## src/ttcc_pkg.sv

```systemverilog
// Shared types and constants of the text terminal cursor controller.
// Used by the controller, the datapath, the top level and the testbench.
package ttcc_pkg;

  // Grid size limits; the effective grid never exceeds the field widths.
  localparam int MAX_COLUMNS = 256;
  localparam int MAX_ROWS    = 128;
  localparam int COL_LIMIT   = (MAX_COLUMNS < 256) ? MAX_COLUMNS : 256;
  localparam int ROW_LIMIT   = (MAX_ROWS < 128) ? MAX_ROWS : 128;

  // Configuration register indexes
  localparam logic [1:0] REG_COLUMN_COUNT = 2'd0;
  localparam logic [1:0] REG_ROW_COUNT    = 2'd1;
  localparam logic [1:0] REG_FOREGROUND   = 2'd2;
  localparam logic [1:0] REG_BACKGROUND   = 2'd3;

  localparam logic [8:0]  COLUMN_COUNT_RESET = 9'd80;
  localparam logic [7:0]  ROW_COUNT_RESET    = 8'd25;
  localparam logic [31:0] FOREGROUND_RESET   = 32'h00FF_FFFF;
  localparam logic [31:0] BACKGROUND_RESET   = 32'h001A_1A2E;

  // Command opcodes
  localparam logic [1:0] OP_PUT_CHAR = 2'd0;
  localparam logic [1:0] OP_SET_CUR  = 2'd1;
  localparam logic [1:0] OP_CLEAR    = 2'd2;

  // Result kinds
  localparam logic [1:0] KIND_WRITE  = 2'd0;
  localparam logic [1:0] KIND_SCROLL = 2'd1;
  localparam logic [1:0] KIND_CLEAR  = 2'd2;

  // Character codes with special handling
  localparam logic [7:0] CH_NEWLINE   = 8'd10;
  localparam logic [7:0] CH_RETURN    = 8'd13;
  localparam logic [7:0] CH_TAB       = 8'd9;
  localparam logic [7:0] CH_BACKSPACE = 8'd8;
  localparam logic [6:0] GLYPH_SPACE  = 7'd32;

  localparam int TAB_STOP = 4;

  typedef enum logic [2:0] {
    IK_NONE,
    IK_SET,
    IK_CLEAR,
    IK_NEWLINE,
    IK_RETURN,
    IK_BACKSPACE,
    IK_TAB,
    IK_PUT
  } item_kind_t;

  typedef enum logic [2:0] {
    ACT_IDLE,
    ACT_SET,
    ACT_CLEAR,
    ACT_NEWLINE,
    ACT_RETURN,
    ACT_BACKSPACE,
    ACT_PUT,
    ACT_SCROLL
  } act_t;

  typedef struct packed {
    logic load;   // capture the accepted item
    act_t act;
    logic last;   // result emitted by this action ends the item
  } ctrl_cmd_t;

  typedef struct packed {
    item_kind_t kind;
    logic       wrap;        // advancing passes the last column
    logic       last_row;
    logic       count_last;  // one cell left to put
    logic       count_zero;
    logic       out_free;    // output register can take a result
  } dp_status_t;

endpackage

```

## src/ttcc_if.sv

```systemverilog
// Stream interfaces for the command and result channels.
// Depends on nothing but the field widths of the block.
interface ttcc_cmd_if;
  logic       valid;
  logic       ready;
  logic [1:0] opcode;
  logic [7:0] character;
  logic [6:0] target_row;
  logic [7:0] target_column;

  modport source (output valid, opcode, character, target_row, target_column,
                  input ready);
  modport sink (input valid, opcode, character, target_row, target_column,
                output ready);
endinterface

interface ttcc_res_if;
  logic        valid;
  logic        ready;
  logic [1:0]  kind;
  logic [7:0]  cell_column;
  logic [6:0]  cell_row;
  logic [6:0]  glyph_code;
  logic [31:0] ink_color;
  logic [31:0] paper_color;
  logic        final_res;

  modport source (output valid, kind, cell_column, cell_row, glyph_code, ink_color,
                  paper_color, final_res, input ready);
  modport sink (input valid, kind, cell_column, cell_row, glyph_code, ink_color,
                paper_color, final_res, output ready);
endinterface

```

## src/ttcc_ctrl.sv

```systemverilog
// Sequencer of the cursor controller: accepts an item, then steps the
// datapath through its actions one result at a time. Uses ttcc_pkg.
module ttcc_ctrl
  import ttcc_pkg::*;
(
  input  logic       clk,
  input  logic       rst,
  input  logic       in_valid,
  output logic       in_ready,
  input  dp_status_t status,
  output ctrl_cmd_t  cmd
);

  typedef enum logic [1:0] {
    S_IDLE,
    S_EXEC,
    S_PUT,
    S_SCROLL
  } state_t;

  state_t state;
  state_t state_next;

  assign in_ready = (state == S_IDLE);

  always_comb begin
    cmd        = '{load: 1'b0, act: ACT_IDLE, last: 1'b0};
    state_next = state;
    unique case (state)
      S_IDLE: begin
        if (in_valid) begin
          cmd.load   = 1'b1;
          state_next = S_EXEC;
        end
      end
      S_EXEC: begin
        unique case (status.kind)
          IK_NONE: state_next = S_IDLE;
          IK_SET: begin
            cmd.act    = ACT_SET;
            state_next = S_IDLE;
          end
          IK_CLEAR: begin
            if (status.out_free) begin
              cmd.act    = ACT_CLEAR;
              cmd.last   = 1'b1;
              state_next = S_IDLE;
            end
          end
          IK_NEWLINE: begin
            if (status.out_free) begin
              cmd.act    = ACT_NEWLINE;
              cmd.last   = 1'b1;
              state_next = S_IDLE;
            end
          end
          IK_RETURN: begin
            cmd.act    = ACT_RETURN;
            state_next = S_IDLE;
          end
          IK_BACKSPACE: begin
            cmd.act    = ACT_BACKSPACE;
            state_next = S_IDLE;
          end
          IK_TAB, IK_PUT: state_next = S_PUT;
          default: state_next = S_IDLE;
        endcase
      end
      S_PUT: begin
        if (status.out_free) begin
          cmd.act  = ACT_PUT;
          cmd.last = status.count_last && !(status.wrap && status.last_row);
          if (status.wrap && status.last_row) begin
            state_next = S_SCROLL;
          end else if (status.count_last) begin
            state_next = S_IDLE;
          end
        end
      end
      S_SCROLL: begin
        if (status.out_free) begin
          cmd.act    = ACT_SCROLL;
          cmd.last   = status.count_zero;
          state_next = status.count_zero ? S_IDLE : S_PUT;
        end
      end
      default: state_next = S_IDLE;
    endcase
  end

  always_ff @(posedge clk) begin
    if (rst) begin
      state <= S_IDLE;
    end else begin
      state <= state_next;
    end
  end

endmodule

```

## src/ttcc_datapath.sv

```systemverilog
// Datapath of the cursor controller: configuration registers, cursor,
// the captured item, the cell counter and the result register. Uses ttcc_pkg.
module ttcc_datapath
  import ttcc_pkg::*;
(
  input  logic        clk,
  input  logic        rst,
  input  logic        cfg_we,
  input  logic [1:0]  cfg_index,
  input  logic [31:0] cfg_data,
  input  logic [1:0]  opcode,
  input  logic [7:0]  character,
  input  logic [6:0]  target_row,
  input  logic [7:0]  target_column,
  input  ctrl_cmd_t   cmd,
  output dp_status_t  status,
  output logic        out_valid,
  input  logic        out_ready,
  output logic [1:0]  kind,
  output logic [7:0]  cell_column,
  output logic [6:0]  cell_row,
  output logic [6:0]  glyph_code,
  output logic [31:0] ink_color,
  output logic [31:0] paper_color,
  output logic        final_res
);

  logic [8:0]  column_count;
  logic [7:0]  row_count;
  logic [31:0] foreground_color;
  logic [31:0] background_color;

  logic [7:0] cursor_column;
  logic [6:0] cursor_row;
  logic [1:0] item_op;
  logic [7:0] item_char;
  logic [6:0] item_trow;
  logic [7:0] item_tcol;
  logic [2:0] cell_count;

  logic [8:0]  eff_cols;
  logic [7:0]  eff_rows;
  logic [7:0]  col_max;
  logic [6:0]  row_max;
  logic [7:0]  col_sat;
  logic [6:0]  row_sat;
  logic        emit;
  item_kind_t  item_kind;

  // Effective grid, saturated to at least one cell and to the limits
  always_comb begin
    if (column_count == 9'd0) begin
      eff_cols = 9'd1;
    end else if (column_count > 9'(COL_LIMIT)) begin
      eff_cols = 9'(COL_LIMIT);
    end else begin
      eff_cols = column_count;
    end
    if (row_count == 8'd0) begin
      eff_rows = 8'd1;
    end else if (row_count > 8'(ROW_LIMIT)) begin
      eff_rows = 8'(ROW_LIMIT);
    end else begin
      eff_rows = row_count;
    end
  end

  assign col_max = 8'(eff_cols - 9'd1);
  assign row_max = 7'(eff_rows - 8'd1);
  assign col_sat = ({1'b0, cursor_column} >= eff_cols) ? col_max : cursor_column;
  assign row_sat = ({1'b0, cursor_row} >= eff_rows) ? row_max : cursor_row;

  always_comb begin
    item_kind = IK_NONE;
    case (item_op)
      OP_PUT_CHAR: begin
        if (item_char == CH_NEWLINE) begin
          item_kind = IK_NEWLINE;
        end else if (item_char == CH_RETURN) begin
          item_kind = IK_RETURN;
        end else if (item_char == CH_BACKSPACE) begin
          item_kind = IK_BACKSPACE;
        end else if (item_char == CH_TAB) begin
          item_kind = IK_TAB;
        end else begin
          item_kind = IK_PUT;
        end
      end
      OP_SET_CUR: item_kind = IK_SET;
      OP_CLEAR:   item_kind = IK_CLEAR;
      default:    item_kind = IK_NONE;
    endcase
  end

  assign status.kind       = item_kind;
  assign status.wrap       = ({1'b0, cursor_column} + 9'd1) >= eff_cols;
  assign status.last_row   = ({1'b0, cursor_row} + 8'd1) >= eff_rows;
  assign status.count_last = (cell_count == 3'd1);
  assign status.count_zero = (cell_count == 3'd0);
  assign status.out_free   = !out_valid || out_ready;

  always_comb begin
    unique case (cmd.act)
      ACT_CLEAR, ACT_SCROLL: emit = 1'b1;
      ACT_NEWLINE:           emit = status.last_row;
      ACT_PUT:               emit = !item_char[7];
      default:               emit = 1'b0;
    endcase
  end

  always_ff @(posedge clk) begin
    if (rst) begin
      column_count     <= COLUMN_COUNT_RESET;
      row_count        <= ROW_COUNT_RESET;
      foreground_color <= FOREGROUND_RESET;
      background_color <= BACKGROUND_RESET;
    end else if (cfg_we) begin
      unique case (cfg_index)
        REG_COLUMN_COUNT: column_count     <= cfg_data[8:0];
        REG_ROW_COUNT:    row_count        <= cfg_data[7:0];
        REG_FOREGROUND:   foreground_color <= cfg_data;
        REG_BACKGROUND:   background_color <= cfg_data;
        default: ;
      endcase
    end
  end

  // Cursor and item registers
  always_ff @(posedge clk) begin
    if (rst) begin
      cursor_column <= '0;
      cursor_row    <= '0;
      item_op       <= OP_PUT_CHAR;
      item_char     <= '0;
      cell_count    <= '0;
    end else if (cmd.load) begin
      item_op       <= opcode;
      item_char     <= character;
      item_trow     <= target_row;
      item_tcol     <= target_column;
      cursor_column <= col_sat;
      cursor_row    <= row_sat;
      // tab fills up to the next stop; anything else puts one cell
      cell_count    <= (character == CH_TAB) ?
                       (3'(TAB_STOP) - {1'b0, col_sat[1:0]}) : 3'd1;
    end else begin
      unique case (cmd.act)
        ACT_SET: begin
          cursor_row    <= ({1'b0, item_trow} >= eff_rows) ? row_max : item_trow;
          cursor_column <= ({1'b0, item_tcol} >= eff_cols) ? col_max : item_tcol;
        end
        ACT_CLEAR: begin
          cursor_column <= '0;
          cursor_row    <= '0;
        end
        ACT_NEWLINE: begin
          cursor_column <= '0;
          if (!status.last_row) begin
            cursor_row <= cursor_row + 7'd1;
          end
        end
        ACT_RETURN: cursor_column <= '0;
        ACT_BACKSPACE: begin
          if (cursor_column != 8'd0) begin
            cursor_column <= cursor_column - 8'd1;
          end
        end
        ACT_PUT: begin
          cell_count <= cell_count - 3'd1;
          if (status.wrap) begin
            cursor_column <= '0;
            // on the last row the scroll keeps the cursor on that row
            if (!status.last_row) begin
              cursor_row <= cursor_row + 7'd1;
            end
          end else begin
            cursor_column <= cursor_column + 8'd1;
          end
        end
        default: ;
      endcase
    end
  end

  // Result register
  always_ff @(posedge clk) begin
    if (rst) begin
      out_valid <= 1'b0;
    end else begin
      out_valid <= emit || (out_valid && !out_ready);
    end
  end

  always_ff @(posedge clk) begin
    if (emit) begin
      final_res   <= cmd.last;
      paper_color <= background_color;
      if (cmd.act == ACT_PUT) begin
        kind        <= KIND_WRITE;
        cell_column <= cursor_column;
        cell_row    <= cursor_row;
        glyph_code  <= (item_kind == IK_TAB) ? GLYPH_SPACE : item_char[6:0];
        ink_color   <= foreground_color;
      end else begin
        kind        <= (cmd.act == ACT_CLEAR) ? KIND_CLEAR : KIND_SCROLL;
        cell_column <= '0;
        cell_row    <= '0;
        glyph_code  <= '0;
        ink_color   <= '0;
      end
    end
  end

endmodule

```

## src/text_terminal_cursor_control.sv

```systemverilog
// Text terminal cursor controller: top level joining sequencer and datapath.
// Depends on ttcc_pkg, ttcc_if, ttcc_ctrl and ttcc_datapath.
//
// Usage: commands enter on cmd (valid/ready). Put character writes a cell
// or moves the cursor; tab expands into spaces up to the next column that
// is a multiple of four; set cursor saturates to the grid; clear screen
// gives one clear result and homes the cursor. Results leave on res, one
// per cycle at most, final_res marking the last one of a command.
// Configuration (column count, row count, ink and paper colors) is written
// through cfg_we / cfg_index / cfg_data while no command is in flight.
// Sequence: a command is accepted in S_IDLE and executed from the next cycle
// on in S_EXEC. Commands without a cell write end in S_EXEC; put character
// and tab then visit S_PUT for each cell and S_SCROLL for each scroll. A
// clear or a newline scroll is emitted from S_EXEC, a cell write from S_PUT.
// The sequencer takes
// one command at a time; it accepts the next command while the final result
// of the previous one still waits in the output register.
// A stalled receiver holds the result register and the sequencer waits.
// Reset clears the cursor to the top left cell and loads the register
// defaults: 80 columns, 25 rows, white ink on dark blue paper.
module text_terminal_cursor_control
  import ttcc_pkg::*;
(
  input  logic        clk,
  input  logic        rst,
  input  logic        cfg_we,
  input  logic [1:0]  cfg_index,
  input  logic [31:0] cfg_data,
  ttcc_cmd_if.sink    cmd,
  ttcc_res_if.source  res
);

  ctrl_cmd_t  ctrl_cmd;
  dp_status_t dp_status;

  ttcc_ctrl u_ctrl (
    .clk      (clk),
    .rst      (rst),
    .in_valid (cmd.valid),
    .in_ready (cmd.ready),
    .status   (dp_status),
    .cmd      (ctrl_cmd)
  );

  ttcc_datapath u_datapath (
    .clk           (clk),
    .rst           (rst),
    .cfg_we        (cfg_we),
    .cfg_index     (cfg_index),
    .cfg_data      (cfg_data),
    .opcode        (cmd.opcode),
    .character     (cmd.character),
    .target_row    (cmd.target_row),
    .target_column (cmd.target_column),
    .cmd           (ctrl_cmd),
    .status        (dp_status),
    .out_valid     (res.valid),
    .out_ready     (res.ready),
    .kind          (res.kind),
    .cell_column   (res.cell_column),
    .cell_row      (res.cell_row),
    .glyph_code    (res.glyph_code),
    .ink_color     (res.ink_color),
    .paper_color   (res.paper_color),
    .final_res     (res.final_res)
  );

endmodule

```

## src/flat_wrapper.sv

```systemverilog
// flat-port wrapper written by rule: the top's interface ports become plain ports
module text_terminal_cursor_control_flat import ttcc_pkg::*;
  (clk, rst, cfg_we, cfg_index, cfg_data, cmd_valid, cmd_opcode, cmd_character, cmd_target_row, cmd_target_column, cmd_ready, res_valid, res_kind, res_cell_column, res_cell_row, res_glyph_code, res_ink_color, res_paper_color, res_final_res, res_ready);
  ttcc_cmd_if cmd_i ();
  ttcc_res_if res_i ();
  input  logic clk;
  input  logic rst;
  input  logic cfg_we;
  input  logic [1:0] cfg_index;
  input  logic [31:0] cfg_data;
  input wire logic [$bits(cmd_i.valid)-1:0] cmd_valid;
  input wire logic [$bits(cmd_i.opcode)-1:0] cmd_opcode;
  input wire logic [$bits(cmd_i.character)-1:0] cmd_character;
  input wire logic [$bits(cmd_i.target_row)-1:0] cmd_target_row;
  input wire logic [$bits(cmd_i.target_column)-1:0] cmd_target_column;
  output wire logic [$bits(cmd_i.ready)-1:0] cmd_ready;
  output wire logic [$bits(res_i.valid)-1:0] res_valid;
  output wire logic [$bits(res_i.kind)-1:0] res_kind;
  output wire logic [$bits(res_i.cell_column)-1:0] res_cell_column;
  output wire logic [$bits(res_i.cell_row)-1:0] res_cell_row;
  output wire logic [$bits(res_i.glyph_code)-1:0] res_glyph_code;
  output wire logic [$bits(res_i.ink_color)-1:0] res_ink_color;
  output wire logic [$bits(res_i.paper_color)-1:0] res_paper_color;
  output wire logic [$bits(res_i.final_res)-1:0] res_final_res;
  input wire logic [$bits(res_i.ready)-1:0] res_ready;
  assign cmd_i.valid = cmd_valid;
  assign cmd_i.opcode = cmd_opcode;
  assign cmd_i.character = cmd_character;
  assign cmd_i.target_row = cmd_target_row;
  assign cmd_i.target_column = cmd_target_column;
  assign cmd_ready = cmd_i.ready;
  assign res_valid = res_i.valid;
  assign res_kind = res_i.kind;
  assign res_cell_column = res_i.cell_column;
  assign res_cell_row = res_i.cell_row;
  assign res_glyph_code = res_i.glyph_code;
  assign res_ink_color = res_i.ink_color;
  assign res_paper_color = res_i.paper_color;
  assign res_final_res = res_i.final_res;
  assign res_i.ready = res_ready;
  text_terminal_cursor_control u_core (.clk(clk), .rst(rst), .cfg_we(cfg_we), .cfg_index(cfg_index), .cfg_data(cfg_data), .cmd(cmd_i), .res(res_i));
endmodule
```

## config.mk

```make
export PLATFORM = sky130hd
export DESIGN_NAME = text_terminal_cursor_control_flat
export DESIGN_NICKNAME = d
export VERILOG_FILES = /design/src/ttcc_pkg.sv /design/src/ttcc_if.sv /design/src/ttcc_ctrl.sv /design/src/ttcc_datapath.sv /design/src/text_terminal_cursor_control.sv /design/src/flat_wrapper.sv
export SDC_FILE = /design/constraint.sdc
export NUM_CORES = 1
export LEC_CHECK = 0
export BUFFER_PORTS_ARGS = -buffer_cell sky130_fd_sc_hd__buf_2
export CAP_MARGIN = 10
export CORE_MARGIN = 2
export CORE_UTILIZATION = 57
export DETAILED_ROUTE_END_ITERATION = 12
export PLACE_DENSITY = 0.8
export SLEW_MARGIN = 20
export SYNTH_ARGS = -nofsm -noshare
export SYNTH_HDL_FRONTEND = slang
export SYNTH_HIERARCHICAL = 1
export SYNTH_SLANG_ARGS = --single-unit
```

## constraint.sdc

```tcl
create_clock -name clk -period 5.7 [get_ports clk]
set_input_delay 0.855 -clock clk [delete_from_list [all_inputs] [get_ports clk]]
set_output_delay 0.855 -clock clk [all_outputs]
set_load 0.05 [all_outputs]
```

==> impl_metrics.py <==
metrics = {
    "clock_tree": {
        "cts.clk_slew.worst_paths_ns": 0.06,
        "cts_hold_buf": 0,
        "cts_tree": "done",
        "cts_setup_buffers": 0,
        "cts.repair.resized": 0,
        "cts_sinks": 216,
        "insertion_delay_ns": 0.51,
        "ctsRootBufferMaster": "clkbuf_16",
        "cts_buffer_depth": 3,
        "h-tree-depth": 1,
        "cts_buffers": 22,
    },
    "worst_setup_path": {
        "path_cells": "nor4_1, nand2_1, nor4b_1, nor3_1, nor2b_1, o21ai_0, a21boi_0, nor2b_1, nand2_1, nand3_1, clkinv_2, buf_4",
        "critPathMaxStageDelay_ns": 0.73,
        "crit_start": "u_core/u_datapath/item_char[4]",
        "critPathBufInv": 2,
        "r2r-end": "u_core/u_datapath/ink_color[3]",
        "critical_path_required_ns": 5.83,
        "worstReg2RegStart": "u_core/u_datapath/item_char[4]",
        "cp-endpoint": "u_core/u_datapath/ink_color[3]",
        "cp_data_arrival_time_ns": 4.18,
        "r2r_setup_slack_ns": 1.66,
        "critPathSlowestCell": "buf_4",
        "cp-start-kind": "flop",
        "critPathTopFamily": "simple AND/OR/NAND/NOR gates",
        "worstPathMaxFanout": 60,
        "crit_cells": 12,
        "crit_type": "flop to flop",
        "r2r.worst_path.cells": 12,
        "worstSetupEndpointType": "flop",
    },
    "die": {
        "die_h_microns": 138,
        "die-area_sq_mm": 0.0192,
        "start_util": 0.577,
        "coreArea_sq_mm": 0.0178,
        "pin_count": 155,
        "rows": 49,
        "die_w_microns": 138,
    },
    "power": {
        "swShare": 0.393,
        "power_density_mw_per_mm2": 472,
        "ir_drop_mv": 0.308,
        "power.internal_mw": 3.42,
        "p_clk_frac": 0.258,
        "p_seq_frac": 0.380,
        "comb_power_share": 0.362,
        "p_switching_mw": 2.22,
        "leakagePower_nw": 4.94,
    },
    "final_layout": {
        "layout_commonest_cell": "nand2_1",
        "ff_latch_area_sq_mm": 0.00537,
        "multiInputGateArea_sq_mm": 0.00463,
        "diodes": 0,
        "area_delta_synth_final_pct": 16.1,
        "nNetsFinal": 1278,
        "drive_above_1_share": 0.199,
        "fill_cells": 1379,
        "final_cell_mix": "172 x nand2_1, 154 x buf_2, 112 x dfxtp_1",
        "fin_util": 0.670,
    },
    "yosys": {
        "seq_area_frac_synth": 0.521,
        "yosys_warnings": 6,
        "yosysTopAreaCell": "edfxtp_1",
        "synth_nets": 1142,
        "ys_seq_elements": 216,
        "ys_top_cells_by_area": "edfxtp_1 30%, dfxtp_1 22%, ha_1 6.9%",
        "syn_area_sq_mm": 0.0103,
        "ys.flop_type": "dfxtp_1",
        "yosysUniqueCellTypes": 87,
        "avgSynthCellArea_sq_um": 10.1,
        "yosys.area.top_type_share": 0.303,
        "postSynthCellCount": 1021,
        "async_flop_share": 0,
        "synth_edf_count": 104,
    },
    "route": {
        "drtIter0Drc": 664,
        "drt_wl_total_microns": 25600,
        "drc_errors": 0,
        "via_per_inst": 5.77,
        "dr_total_vias": 8095,
        "first_pass_iters": 5,
        "wl_per_cell_microns": 18.3,
        "ant_nets": 0,
    },
    "timing": {
        "fin_skew_ns": 0.00760,
        "tightest_slew_ns": 1.03,
        "maxSlewViolCount": 0,
        "fin_crit_sh": 0.709,
        "worst_slack_ns": 1.66,
        "fmax_mhz": 247,
        "setup_tns_ns": 0,
        "hold_viol_final": 0,
        "final.min_clock_period_ns": 4.04,
        "setup_viol": 0,
        "maxSlewHeadroom": 0.309,
        "holdWs_ns": 0.428,
        "rsz0062_at_grt": "no",
    },
    "grt": {
        "grt_pass1_vias": 7603,
        "grt_max_degree": 61,
        "grt_pass1_wl_microns": 40600,
        "overflow": 0,
        "antenna_found_initial": 0,
        "track_usage": 0.262,
    },
    "place": {
        "port_buffers": 154,
        "post-place-ws_ns": 1.67,
        "place_congestion": 0.936,
        "detailed_place_hpwl_microns": 18200,
    },
    "run_status": {
        "status": "completed",
    },
    "flow_run": {
        "drv_cap": 0,
    },
    "min_path": {
        "hp-class": "flop to flop",
    },
}
## cell type report
| class | count | area share |
|---|---|---|
| multi-input cells | 730 | 0.388 |
| repair buffers | 162 | 0.0695 |
| flip-flops and latches | 216 | 0.449 |
| clock inverters | 12 | 0.0114 |
| well taps | 229 | 0.0240 |
| inverters | 25 | 0.00796 |
| clock buffers | 28 | 0.0505 |
## layer usage
layer  wire [microns]  track usage  vias up  share of wire
met1            11300        0.368     3796           0.44
met2            12000        0.428      338           0.47
met3             1710       0.0364       51          0.067
met5                0            0        -              0
met4              629       0.0747        0          0.025
li1                 -            -     3910              -
## state kept, by name, indices dropped and copies added (netlist names)
register and cells:
u_core/u_ctrl/state 2, u_core/u_datapath/background_color 32, u_core/u_datapath/cell_column 8, u_core/u_datapath/cell_count 3, u_core/u_datapath/cell_row 7, u_core/u_datapath/column_count 9, u_core/u_datapath/cursor_column 8, u_core/u_datapath/cursor_row 7
u_core/u_datapath/final_res 1, u_core/u_datapath/foreground_color 32, u_core/u_datapath/glyph_code 7, u_core/u_datapath/ink_color 32, u_core/u_datapath/item_char 8, u_core/u_datapath/item_op 2, u_core/u_datapath/item_tcol 8, u_core/u_datapath/item_trow 7
u_core/u_datapath/kind 2, u_core/u_datapath/out_valid 1, u_core/u_datapath/paper_color 32, u_core/u_datapath/row_count 8
## power groups by stage
stage               clock [mW]  combinational [mW]  sequential, mW
floorplan                    0                1.11            2.58
global placement             0                1.98            2.16
detailed placement           0                2.00            2.17
CTS                       1.48                2.02            2.14
global route              1.54                2.21            2.18
finish                    1.46                2.04            2.14
## per-stage QoR
stage | std cells | total power [mW] | cell area, sq um
6_report | 1402 | 5.64 | 12000
5_1_grt | 1402 | 5.92 | 12000
4_1_cts | 1402 | 5.65 | 12000
3_5_place_dp | 1362 | 4.18 | 11200
3_3_place_gp | 1362 | 4.14 | 11200
2_1_floorplan | 1021 | 3.69 | 10300
## cells by family (layout without fill, tap and decap cells)
kind of cell,count (synthesis),in the layout,share of synthesized area
AO/OA/AOI/OAI,191,191,0.127
XOR/XNOR,24,24,0.0204
adder cells (fa/ha/maj),58,58,0.0704
buffers and inverters,75,227,0.0297
flip-flops,216,216,0.521
multiplexers,29,29,0.0294
AND/OR/NAND/NOR,428,428,0.202
## synth_stat cells (4+ instances only)
master	instances
a211oi_1	13
a21o_1	10
a21oi_1	68
a221oi_1	7
a22oi_1	5
a31oi_1	5
and2_1	56
and3_1	10
buf_2	6
clkbuf_1	38
dfxtp_1	112
edfxtp_1	104
ha_1	57
inv_1	23
mux2i_1	25
nand2_1	172
nand2b_1	13
nand3_1	55
nand3b_1	4
nor2_1	59
nor2b_1	11
nor3_1	14
nor4_1	5
o211ai_1	6
o21a_1	4
o21ai_0	25
o31ai_1	5
or3_1	4
xnor2_1	17
xor2_1	7
## worst min-delay path by stage
stage,cells past startpoint,start,endpoint
5_1_grt,0,u_core/u_datapath/background_color[12],u_core/u_datapath/paper_color[12]
4_1_cts,0,u_core/u_datapath/background_color[20],u_core/u_datapath/paper_color[20]
3_5_place_dp,0,u_core/u_datapath/background_color[31],u_core/u_datapath/paper_color[31]
6_report,0,u_core/u_datapath/background_color[31],u_core/u_datapath/paper_color[31]
2_1_floorplan,0,u_core/u_datapath/background_color[0],u_core/u_datapath/paper_color[0]
3_3_place_gp,0,u_core/u_datapath/background_color[27],u_core/u_datapath/paper_color[27]
Power figures use the tool's default switching activity.
